## config.mk

```make
export PLATFORM = sky130hd
export DESIGN_NAME = stack_reorder_to_target_word
export DESIGN_NICKNAME = d
export VERILOG_FILES = /design/src/hw/rtl/srtw_pkg.sv /design/src/hw/rtl/srtw_ctrl.sv /design/src/hw/rtl/srtw_dp.sv /design/src/hw/rtl/stack_reorder_to_target_word.sv
export SDC_FILE = /design/constraint.sdc
export NUM_CORES = 1
export LEC_CHECK = 0
export BUFFER_PORTS_ARGS = -buffer_cell sky130_fd_sc_hd__buf_2
export CAP_MARGIN = 20
export CORE_UTILIZATION = 32
export DETAILED_ROUTE_END_ITERATION = 6
export GPL_TIMING_DRIVEN = 1
export REMOVE_ABC_BUFFERS = 1
export SKIP_LAST_GASP = 1
export SLEW_MARGIN = 20
export SYNTH_ARGS = -nofsm -noshare
export SYNTH_HDL_FRONTEND = slang
export SYNTH_SLANG_ARGS = --single-unit
```

## constraint.sdc

```tcl
create_clock -name clk_i -period 4.1 [get_ports clk_i]
set_input_delay 0 -clock clk_i [delete_from_list [all_inputs] [get_ports clk_i]]
set_output_delay 0 -clock clk_i [all_outputs]
set_load 0.01 [all_outputs]
```

## src/hw/rtl/srtw_pkg.sv

```systemverilog
package srtw_pkg;

  // fixed target storage and symbols
  localparam int unsigned TargetSlots = 9;
  localparam logic [7:0] StarChar = 8'd42;
  localparam logic [3:0] MaxLen = 4'd9;

  // configuration register indexes
  localparam logic [1:0] CfgTargetLow = 2'd0;
  localparam logic [1:0] CfgTargetHigh = 2'd1;
  localparam logic [1:0] CfgTargetLen = 2'd2;

  // configuration reset values ("ALGORITMO")
  localparam logic [63:0] TargetLowReset = 64'h4D54_4952_4F47_4C41;
  localparam logic [7:0] TargetHighReset = 8'd79;
  localparam logic [3:0] TargetLenReset = 4'd9;

  typedef struct packed {
    logic [7:0] in_char;
    logic is_final;
  } in_item_t;

  typedef struct packed {
    logic [7:0] out_char;
    logic run_end;
    logic word_done;
    logic word_ok;
  } out_item_t;

  typedef enum logic [1:0] {
    StIdle,
    StHead,
    StStar
  } ctrl_state_e;

  // controller to datapath
  typedef struct packed {
    logic load;
    logic emit_head;
    logic emit_star;
  } ctrl_cmd_t;

  // datapath to controller
  typedef struct packed {
    logic slot_free;
    logic match;
    logic pop_more;
  } dp_status_t;

endpackage

```

## src/hw/rtl/srtw_ctrl.sv

```systemverilog
module srtw_ctrl (
  input  logic                  clk_i,
  input  logic                  rst_ni,
  input  logic                  in_valid_i,
  input  srtw_pkg::dp_status_t  status_i,
  output srtw_pkg::ctrl_cmd_t   cmd_o,
  output logic                  in_stall_o
);
  import srtw_pkg::*;

  ctrl_state_e state_q, state_d;

  // state register
  always_ff @(posedge clk_i or negedge rst_ni) begin
    if (!rst_ni) begin
      state_q <= StIdle;
    end else begin
      state_q <= state_d;
    end
  end

  // next state
  always_comb begin
    state_d = state_q;
    case (state_q)
      StIdle: begin
        if (in_valid_i) begin
          state_d = StHead;
        end
      end
      StHead: begin
        if (status_i.slot_free) begin
          state_d = status_i.match ? StStar : StIdle;
        end
      end
      StStar: begin
        if (status_i.slot_free && !status_i.pop_more) begin
          state_d = StIdle;
        end
      end
      default: begin
        state_d = StIdle;
      end
    endcase
  end

  // commands
  always_comb begin
    cmd_o = '0;
    in_stall_o = 1'b1;
    case (state_q)
      StIdle: begin
        in_stall_o = 1'b0;
        cmd_o.load = in_valid_i;
      end
      StHead: begin
        cmd_o.emit_head = status_i.slot_free;
      end
      StStar: begin
        cmd_o.emit_star = status_i.slot_free;
      end
      default: begin
        cmd_o = '0;
      end
    endcase
  end

endmodule

```

## src/hw/rtl/srtw_dp.sv

```systemverilog
module srtw_dp #(
  parameter int unsigned MAX_WORD = 9
) (
  input  logic                  clk_i,
  input  logic                  rst_ni,
  input  srtw_pkg::in_item_t    in_data_i,
  input  srtw_pkg::ctrl_cmd_t   cmd_i,
  output srtw_pkg::dp_status_t  status_o,
  input  logic                  cfg_valid_i,
  input  logic [1:0]            cfg_index_i,
  input  logic [63:0]           cfg_data_i,
  input  logic                  out_stall_i,
  output logic                  out_valid_o,
  output srtw_pkg::out_item_t   out_data_o
);
  import srtw_pkg::*;

  localparam int unsigned SCW = $clog2(MAX_WORD + 1);
  localparam int unsigned IW = (MAX_WORD > 1) ? $clog2(MAX_WORD) : 1;
  localparam logic [SCW-1:0] Depth = SCW'(MAX_WORD);

  logic [63:0] tgt_low_q;
  logic [7:0] tgt_high_q;
  logic [3:0] tgt_len_q;

  logic [7:0] ch_q;
  logic fin_q;
  logic [3:0] mp_q, mp_d;
  logic [SCW-1:0] sc_q, sc_d;
  logic ovf_q, ovf_d;
  logic [7:0] stack_q [MAX_WORD];

  out_item_t out_q, out_d;
  logic out_valid_q;

  logic [3:0] len;
  logic [7:0] tgt_cur;
  logic [7:0] top_char;
  logic [SCW-1:0] sc_dec;
  logic mp_in_word;
  logic match;
  logic pop_more;
  logic push_en;

  // configuration registers
  always_ff @(posedge clk_i or negedge rst_ni) begin
    if (!rst_ni) begin
      tgt_low_q <= TargetLowReset;
      tgt_high_q <= TargetHighReset;
      tgt_len_q <= TargetLenReset;
    end else if (cfg_valid_i) begin
      case (cfg_index_i)
        CfgTargetLow: tgt_low_q <= cfg_data_i;
        CfgTargetHigh: tgt_high_q <= cfg_data_i[7:0];
        CfgTargetLen: tgt_len_q <= cfg_data_i[3:0];
        default: begin
        end
      endcase
    end
  end

  // target lookup and stack top compare
  assign len = (tgt_len_q > MaxLen) ? MaxLen : tgt_len_q;
  assign tgt_cur = (mp_q < 4'd8) ? tgt_low_q[{mp_q[2:0], 3'b000} +: 8] : tgt_high_q;
  assign sc_dec = sc_q - SCW'(1);
  assign top_char = stack_q[sc_dec[IW-1:0]];
  assign mp_in_word = mp_q < len;
  assign match = mp_in_word && (ch_q == tgt_cur);
  assign pop_more = (sc_q != '0) && mp_in_word && (top_char == tgt_cur);
  assign push_en = cmd_i.emit_head && !match && (sc_q < Depth);

  assign status_o.slot_free = !out_valid_q || !out_stall_i;
  assign status_o.match = match;
  assign status_o.pop_more = pop_more;

  // word state and result update
  always_comb begin
    mp_d = mp_q;
    sc_d = sc_q;
    ovf_d = ovf_q;
    out_d = out_q;
    if (cmd_i.emit_head) begin
      out_d.out_char = ch_q;
      out_d.run_end = !match;
      out_d.word_done = fin_q && !match;
      out_d.word_ok = 1'b0;
      if (match) begin
        mp_d = mp_q + 4'd1;
      end else begin
        if (sc_q < Depth) begin
          sc_d = sc_q + SCW'(1);
        end else begin
          ovf_d = 1'b1;
        end
        if (fin_q) begin
          mp_d = '0;
          sc_d = '0;
          ovf_d = 1'b0;
        end
      end
    end else if (cmd_i.emit_star) begin
      out_d.out_char = StarChar;
      out_d.run_end = !pop_more;
      out_d.word_done = fin_q && !pop_more;
      out_d.word_ok = fin_q && !pop_more && (sc_q == '0) && (mp_q == len) && !ovf_q;
      if (pop_more) begin
        sc_d = sc_dec;
        mp_d = mp_q + 4'd1;
      end else if (fin_q) begin
        mp_d = '0;
        sc_d = '0;
        ovf_d = 1'b0;
      end
    end
  end

  // control state of the word and output slot
  always_ff @(posedge clk_i or negedge rst_ni) begin
    if (!rst_ni) begin
      mp_q <= '0;
      sc_q <= '0;
      ovf_q <= 1'b0;
      out_valid_q <= 1'b0;
    end else begin
      mp_q <= mp_d;
      sc_q <= sc_d;
      ovf_q <= ovf_d;
      if (cmd_i.emit_head || cmd_i.emit_star) begin
        out_valid_q <= 1'b1;
      end else if (!out_stall_i) begin
        out_valid_q <= 1'b0;
      end
    end
  end

  // payload registers
  always_ff @(posedge clk_i) begin
    if (cmd_i.load) begin
      ch_q <= in_data_i.in_char;
      fin_q <= in_data_i.is_final;
    end
    out_q <= out_d;
  end

  // hold stack
  always_ff @(posedge clk_i) begin
    if (push_en) begin
      stack_q[sc_q[IW-1:0]] <= ch_q;
    end
  end

  assign out_valid_o = out_valid_q;
  assign out_data_o = out_q;

endmodule

```

## src/hw/rtl/stack_reorder_to_target_word.sv

```systemverilog
// an accepted item is registered, then its first result goes into the output register
// an item yielding k results (1 to 10) keeps the input stalled until its last result,
// one result per cycle through the single output register unless the output stalls
// reset: asynchronous, clears the word state and output valid, target registers
// return to "ALGORITMO" with length 9; stack contents need no clearing
module stack_reorder_to_target_word #(
  parameter int unsigned MAX_WORD = 9
) (
  input  logic                 clk_i,
  input  logic                 rst_ni,
  input  logic                 in_valid_i,
  output logic                 in_stall_o,
  input  srtw_pkg::in_item_t   in_data_i,
  output logic                 out_valid_o,
  input  logic                 out_stall_i,
  output srtw_pkg::out_item_t  out_data_o,
  input  logic                 cfg_valid_i,
  output logic                 cfg_ready_o,
  input  logic [1:0]           cfg_index_i,
  input  logic [63:0]          cfg_data_i
);
  import srtw_pkg::*;

  ctrl_cmd_t cmd;
  dp_status_t status;

  assign cfg_ready_o = 1'b1;

  // sequencer
  srtw_ctrl u_ctrl (
    .clk_i      (clk_i),
    .rst_ni     (rst_ni),
    .in_valid_i (in_valid_i),
    .status_i   (status),
    .cmd_o      (cmd),
    .in_stall_o (in_stall_o)
  );

  // stack, match position and output register
  srtw_dp #(
    .MAX_WORD (MAX_WORD)
  ) u_dp (
    .clk_i       (clk_i),
    .rst_ni      (rst_ni),
    .in_data_i   (in_data_i),
    .cmd_i       (cmd),
    .status_o    (status),
    .cfg_valid_i (cfg_valid_i),
    .cfg_index_i (cfg_index_i),
    .cfg_data_i  (cfg_data_i),
    .out_stall_i (out_stall_i),
    .out_valid_o (out_valid_o),
    .out_data_o  (out_data_o)
  );

`ifndef SYNTHESIS
  // an accepted item keeps the input stalled while it is worked
  a_busy_after_accept: assert property (@(posedge clk_i) disable iff (!rst_ni)
    (in_valid_i && !in_stall_o) |=> in_stall_o)
    else $error("input not stalled after transaction");

  // a result that is not the last of its item means the item is still in work
  a_item_in_work: assert property (@(posedge clk_i) disable iff (!rst_ni)
    (out_valid_o && !out_data_o.run_end) |-> in_stall_o)
    else $error("input open while item results pending");

  // verdict only on the last result of an item
  a_done_is_last: assert property (@(posedge clk_i) disable iff (!rst_ni)
    (out_valid_o && out_data_o.word_done) |-> out_data_o.run_end)
    else $error("word_done without run_end");

  // success only together with a verdict
  a_ok_needs_done: assert property (@(posedge clk_i) disable iff (!rst_ni)
    (out_valid_o && out_data_o.word_ok) |-> out_data_o.word_done)
    else $error("word_ok without word_done");
`endif

endmodule
```

* Word level (Yosys, flattened, before mapping)
Memory sizes are Yosys's and may differ from the RTL's.
Index checks and enable logic that the tools add are counted.
** Storage, ports and cells
- Register bits after elaboration :: 108
- Bits in writable memories :: 72
- Input port bits :: 80
- Output and inout port bits :: 14
- Word-level logic and storage cells :: 105
- Memories kept :: 1
** Cells by class
- Add/sub/neg operators :: 3
- $lt $le $gt $ge :: 4
- Equal/unequal tests :: 15
- Shift-type cells :: 1
- Muxes and demuxes :: 36
- Reduce and logical (&&, ||, !) cells :: 31
** Memories
- u_dp.stack_q :: words 9, bits a word 8, rd ports 1, clocked after Yosys merged registers in 0, wr ports 1, RTL line srtw_dp.sv:31 : logic [7:0] stack_q [MAX_WORD];
** Operators by type and width (number)
- $shiftx A64 B7 Y8 :: 1
- $mux W4 :: 13
- $mux W11 :: 2
- $eq A8 B8 Y1 :: 2
- $mux W1 :: 15
- $logic_and A1 B1 Y1 :: 11
- $ne A2 B1 Y1 const B :: 5
- $add A4 B1 Y4 const B :: 2
- $lt A4 B4 Y1 const B :: 2
- $mux W2 :: 4
- $mux W8 :: 1
- $pmux W2 S3 :: 1
- $reduce_and A2 Y1 :: 3
- $logic_not A1 Y1 :: 5
- $reduce_and A5 Y1 :: 1
- $eq A2 B1 Y1 const B :: 2
- $eq A2 B2 Y1 const B :: 2
- $eq A4 B4 Y1 :: 1
- $gt A4 B4 Y1 const B :: 1
- $logic_not A2 Y1 :: 2
- $logic_not A4 Y1 :: 1
- $lt A4 B4 Y1 :: 1
- $ne A2 B2 Y1 const B :: 2
- $reduce_and A4 Y1 :: 1
- other kinds (7) :: 9

* Logic depth before layout (Yosys ltp)
- Word-level depth :: 12
- Mapped depth :: 15
- Gate-level depth less buffers :: 12

* Hierarchy
From an unflattened synthesis, not the netlist that was laid out.
** Unflattened totals
- Cells, all modules :: 563
- Area total of the unflattened synthesis :: 8348.0 um^2
** By module, submodules not included
- srtw_dp :: times used 1, cells each 548, area an instance 8219.1 um^2
- srtw_ctrl :: times used 1, cells each 13, area an instance 117.6 um^2
- stack_reorder_to_target_word :: times used 1, cells each 2, area an instance 11.3 um^2

* Least setup slack after synthesis
Ideal clock, no wire load.
- Path type :: register -> register
- Start :: register u_dp.sc_q[0]
- End :: register u_dp.mp_q[0]
- Setup time :: 125 ps
- Data arrival time :: 3462 ps
- Required time :: 3975 ps
- Path slack :: 513 ps
- Stages on the path, launching flop included :: 15
- Buffers on the path :: 3
- Clock period less this slack :: 3587 ps
- Path through :: dfrtp_1 -> buf_6 -> clkinv_1 -> ha_1 -> buf_4 -> buf_4 -> mux2i_1 -> mux4_2 -> mux2i_1 -> xor2_1 -> nor4_1 -> nand3_1 -> o21a_4 -> a21o_1 -> mux2_2
** Between the ends
- Longest elaborated chain between the ends :: 7
- Elaborated cells on any way between the ends :: 9
- Classes of those cells :: 1 x add/sub; 1 x eq/ne; 3 x mux; 3 x reduce/logical; 1 x memory
** RTL lines
- start, declared :: RTL line srtw_dp.sv:29 : logic [SCW-1:0] sc_q, sc_d;
- start signal, assigned :: RTL line srtw_dp.sv:121 : sc_q <= '0;
- start signal, assigned :: RTL line srtw_dp.sv:126 : sc_q <= sc_d;
- $sub A4 B1 Y4 :: RTL line srtw_dp.sv:65 : assign sc_dec = sc_q - SCW'(1);
- $mem_v2 Z9 W8
- $eq A8 B8 Y1 :: RTL line srtw_dp.sv:69 : assign pop_more = (sc_q != '0) && mp_in_word && (top_char == tgt_cur);
- $logic_and A1 B1 Y1 * :: RTL line srtw_dp.sv:69
- $mux W4 * :: RTL line srtw_dp.sv:106 : if (pop_more) begin
- $mux W4 * :: RTL line srtw_dp.sv:101 : end else if (cmd_i.emit_star) begin
- $mux W4 * :: RTL line srtw_dp.sv:82 : if (cmd_i.emit_head) begin
- end signal, assigned :: RTL line srtw_dp.sv:125 : mp_q <= mp_d;
- end, declared :: RTL line srtw_dp.sv:28 : logic [3:0] mp_q, mp_d;
Every way passes the cells marked *; elsewhere a longest branch is shown, timed or not. The select of a mux whose other input is x is not followed.
A chain may end at the register's enable or synchronous reset.

* Worst setup path in the final report
- Start :: register u_dp.mp_q[0]
- End :: register u_dp.sc_q[2]
** Between the ends
- Longest elaborated chain between the ends :: 7
- Elaborated cells on any way between the ends :: 15
- Classes of those cells :: 2 x order compare; 3 x eq/ne; 1 x shift; 4 x mux; 5 x reduce/logical
** RTL lines
- $shiftx A64 B7 Y8 / $lt A4 B4 Y1 (equally long branches) :: RTL line srtw_dp.sv:64 : assign tgt_cur = (mp_q < 4'd8) ? tgt_low_q[{mp_q[2:0], 3'b000} +: 8] : tgt_high_q;
- $mux W8 :: RTL line srtw_dp.sv:64
- $eq A8 B8 Y1 :: RTL line srtw_dp.sv:69
- $logic_and A1 B1 Y1 :: RTL line srtw_dp.sv:69
- $mux W4 :: RTL line srtw_dp.sv:106
- $mux W4 :: RTL line srtw_dp.sv:101
- $mux W4 :: RTL line srtw_dp.sv:82
Several ways; a longest one is shown, not always the timed one. The select of a mux whose other input is x is not followed.

==> flow_summary.ini <==
[cells_and_area]
post_route_cells_drive_above_1_share_pct = 37.5
finalInstanceArea_mm2 = 0.0106
final_util_pct = 41.7
fin_cells = 1092
fin_nets = 838
areaGrowthSynthToFinish_pct = 26.7
num_antenna_cells = 0

[detailed_routing]
num_vias = 5194
detail_route.vias_per_cell = 4.76
drc = 0
totalWireLength_um = 19000
drt_pre_antenna_iters = 4
ant_nets = 0
drt-wirelength-per-cell_um = 17.4
drtIter0Drc = 311

[setup_path]
r2r.worst_path.cells = 9
reg_to_reg_critical_path_endpoint = u_dp.sc_q[2]$_DFFE_PN0P_
timing.rr.start = u_dp.mp_q[0]$_DFFE_PN0N_
worstPathMaxFanout = 18
worst_setup_path_class = reg -> reg
worst_setup_path_end_kind = flip-flop
startpoint_type = flip-flop
rrSetupSlack_ps = 350
crit_arrival_ps = 4060
worst-endpoint-required_ps = 4410

[timing]
timing_max_transition_violations_final = 0
timing.fmax_mhz = 267
finalWorstPathRequiredPeriod_ps = 3750
tightestPinTransition_ps = 967
timing.slew.headroom_pct = 35.6
final_min_period_over_clock_period_pct = 91.5
hold_viol_final = 0
finalSetupViolations = 0
rsz0062_at_grt = false
finClkSkew_ps = 10.3
fin_tns_setup_ps = 0

[floorplan]
number_of_top_level_pins = 94
dieArea_mm2 = 0.0269
rows = 58
core_area_mm2 = 0.0255
start_util_pct = 32.9
dieWidth_um = 164
dieHeight_um = 164

[clocking]
worst_skew_pair.late_latency_ps = 430
htree_num_levels = 4
clock-sinks = 180
postCtsSetupBuffers = 0
tritoncts.num_buffers = 17
clk_transition_reported_paths_ps = 70
root_buffer = sky130_fd_sc_hd__clkbuf_16
clock_tree_from_tritoncts = done
clk_path_buf_depth = 2

[global_routing]
grtUsageTotal_pct = 15.3
global_route_wire_length_before_repair_um = 30300
grt_pass1_vias = 5364
antenna_found_initial = 0
pin_count_of_the_biggest_net_entering_global_routing = 65
grt.overflow.total = 0

[hold_path]
holdCritPathClass = in -> reg
hp_start = out_stall_i
min_path_cells = 3
whs_endpoint = u_dp.out_data_o[4]$_DFFE_PN_

[placed_design]
dp.cells = 985
detailed_place_hpwl_um = 13000
portBuffers = 92
placedInstanceArea_mm2 = 0.00926
globalplace.congestion = 0.798

[synth]
synth-edff-count = 91
async_reset_ff_share_pct = 48.9
synth.ff_latch_count = 180
netlist.top_cell.by_area = sky130_fd_sc_hd__edfxtp_1
post_synth_main_area_contributors = sky130_fd_sc_hd__edfxtp_1 (33%), sky130_fd_sc_hd__dfrtp_1 (16%), sky130_fd_sc_hd__mux2_2 (12%)
synthesis.area_per_instance_um2 = 14.7
ys.warnings.count = 0
synthTopCellsByCount = sky130_fd_sc_hd__edfxtp_1 (91), sky130_fd_sc_hd__mux2_2 (87), sky130_fd_sc_hd__dfrtp_1 (54), sky130_fd_sc_hd__mux2i_1 (51), sky130_fd_sc_hd__dfstp_2 (34)
portion_of_the_post_synthesis_area_used_by_sequential_elements_pct = 59.6
yosysTopAreaCellShare_pct = 32.6
synthMostInstantiatedCell = sky130_fd_sc_hd__edfxtp_1
netlist_area_mm2 = 0.00839
synthCells = 571
post_synth_num_cell_types = 70
post_synth_top_flop = sky130_fd_sc_hd__edfxtp_1

[status]
status = complete, no violations

[power_and_ir_drop]
power.density_cell_area_mw_per_mm2 = 507
static-leakage-power_nw = 4.11
power_mw = 5.39
worst_ir_drop_vdd_mv = 0.284

[flow_run]
maxCapViolations = 0
## critical path, stage by stage, from the launching register on
cell	delay, ps
sky130_fd_sc_hd__dfrtp_1	980
sky130_fd_sc_hd__buf_4	320
sky130_fd_sc_hd__mux2i_1	100
sky130_fd_sc_hd__a22o_1	270
sky130_fd_sc_hd__o31ai_1	360
sky130_fd_sc_hd__xor2_1	110
sky130_fd_sc_hd__nor4_1	460
sky130_fd_sc_hd__and4_1	430
sky130_fd_sc_hd__o211ai_1	200
sky130_fd_sc_hd__o32a_1	400
## stage by stage
| stage | worst slack, ps | hold WS [ps] |
|---|---|---|
| final | 348 | 61.9 |
| after global routing | 172 | 87.4 |
| after CTS | 341 | 54.9 |
| after detailed placement | 354 | 88.0 |
| after global placement | 423 | 85.9 |
| after floorplan | -1350 | -296 |
## power by group
| part | total, mW | switching, mW | internal (mW) | leakage (nW) |
|---|---|---|---|---|
| clock network | 1.71 | 0.692 | 1.02 | 0.306 |
| logic | 1.36 | 0.669 | 0.691 | 1.94 |
| registers | 2.33 | 0.135 | 2.19 | 1.86 |
## metal layers
layer	GRT usage [%]	vias to the layer above	share of wire, %
met5	0	-	0
met4	4.38	0	1.2
met3	3.01	16	3.8
met2	25.7	112	50
met1	19.9	2568	45
li1	-	2498	-
## worst max path at each step
stage	depth (start not counted)	to	startpoint	slack (ps)
5_1_grt	9	u_dp.sc_q[2]$_DFFE_PN0P_	u_dp.mp_q[0]$_DFFE_PN0N_	170
3_5_place_dp	9	u_dp.sc_q[2]$_DFFE_PN0P_	u_dp.mp_q[0]$_DFFE_PN0N_	350
2_1_floorplan	2	u_dp.tgt_low_q[0]$_DFFE_PN1P_	cfg_index_i[0]	-1350
3_3_place_gp	9	u_dp.sc_q[2]$_DFFE_PN0P_	u_dp.mp_q[0]$_DFFE_PN0N_	420
4_1_cts	9	u_dp.sc_q[2]$_DFFE_PN0P_	u_dp.mp_q[0]$_DFFE_PN0N_	340
6_report	9	u_dp.sc_q[2]$_DFFE_PN0P_	u_dp.mp_q[0]$_DFFE_PN0N_	350
## final cells by class
class | instances | area (um2)
clock inverters | 11 | 145
multi-input cells | 342 | 3150
inverters | 22 | 82.6
fillers | 2343 | 14800
clock buffers | 21 | 472
well taps | 330 | 413
flip-flops and latches | 180 | 5000
repair buffers | 186 | 1370
## cell usage in the layout (no fill, tap or decap), types with 3 or more instances in the layout
cell type                       Yosys  final
sky130_fd_sc_hd__mux4_1             4      4
sky130_fd_sc_hd__and3_1             5      5
sky130_fd_sc_hd__dfstp_2           34     34
sky130_fd_sc_hd__bufinv_16          0      3
sky130_fd_sc_hd__buf_4              5     19
sky130_fd_sc_hd__nor2b_1            7      7
sky130_fd_sc_hd__and2_1             4      4
sky130_fd_sc_hd__clkbuf_16          0     18
sky130_fd_sc_hd__dfrtp_1           54     54
sky130_fd_sc_hd__edfxtp_1          91     91
sky130_fd_sc_hd__a21oi_1            6      6
sky130_fd_sc_hd__nand3_1            7      7
sky130_fd_sc_hd__xor2_1             5      5
sky130_fd_sc_hd__mux2i_1           51     51
sky130_fd_sc_hd__o31ai_1            5      5
sky130_fd_sc_hd__nand2_1           26     26
sky130_fd_sc_hd__nor3_1            15     15
sky130_fd_sc_hd__o2bb2ai_1          4      4
sky130_fd_sc_hd__inv_6              0      4
sky130_fd_sc_hd__xnor2_1           10     10
sky130_fd_sc_hd__buf_2              5     91
sky130_fd_sc_hd__nand2b_1           6      6
sky130_fd_sc_hd__inv_1             21     21
sky130_fd_sc_hd__nor2_1            16     15
sky130_fd_sc_hd__o21ai_0            6      6
sky130_fd_sc_hd__ha_1               9      9
sky130_fd_sc_hd__o22ai_1            4      4
sky130_fd_sc_hd__dlygate4sd3_1      0     75
sky130_fd_sc_hd__a22o_1             8      8
sky130_fd_sc_hd__mux2_2            87     87
sky130_fd_sc_hd__mux4_2            11     11
## sequential cells by signal, summed over array words and instances, names as in the netlist, 2 cells and up
| signal | cells |
|---|---|
| u_dp.ch_q | 8 |
| u_dp.sc_q | 4 |
| u_dp.stack_q | 72 |
| u_dp.tgt_low_q | 64 |
| u_dp.tgt_len_q | 4 |
| u_ctrl.state_q | 2 |
| u_dp.mp_q | 4 |
| u_dp.tgt_high_q | 8 |
| u_dp.out_data_o | 11 |
## cells by family after synthesis
group	synth area share, %
simple gates	6.65
xor+xnor	1.95
compound gates	5.50
buf+inv	2.95
other cells	0.0447
flops	59.6
fa+ha+maj	1.34
mux	22.0
## timing repair
item / CTS / global route
setup endpoints to repair: 0 / 0
endpoints found under the hold margin: 126 / 0
hold buffers: 75 / 0
gates resized for setup: 0 / 0
(Power assumes the default switching activity.)
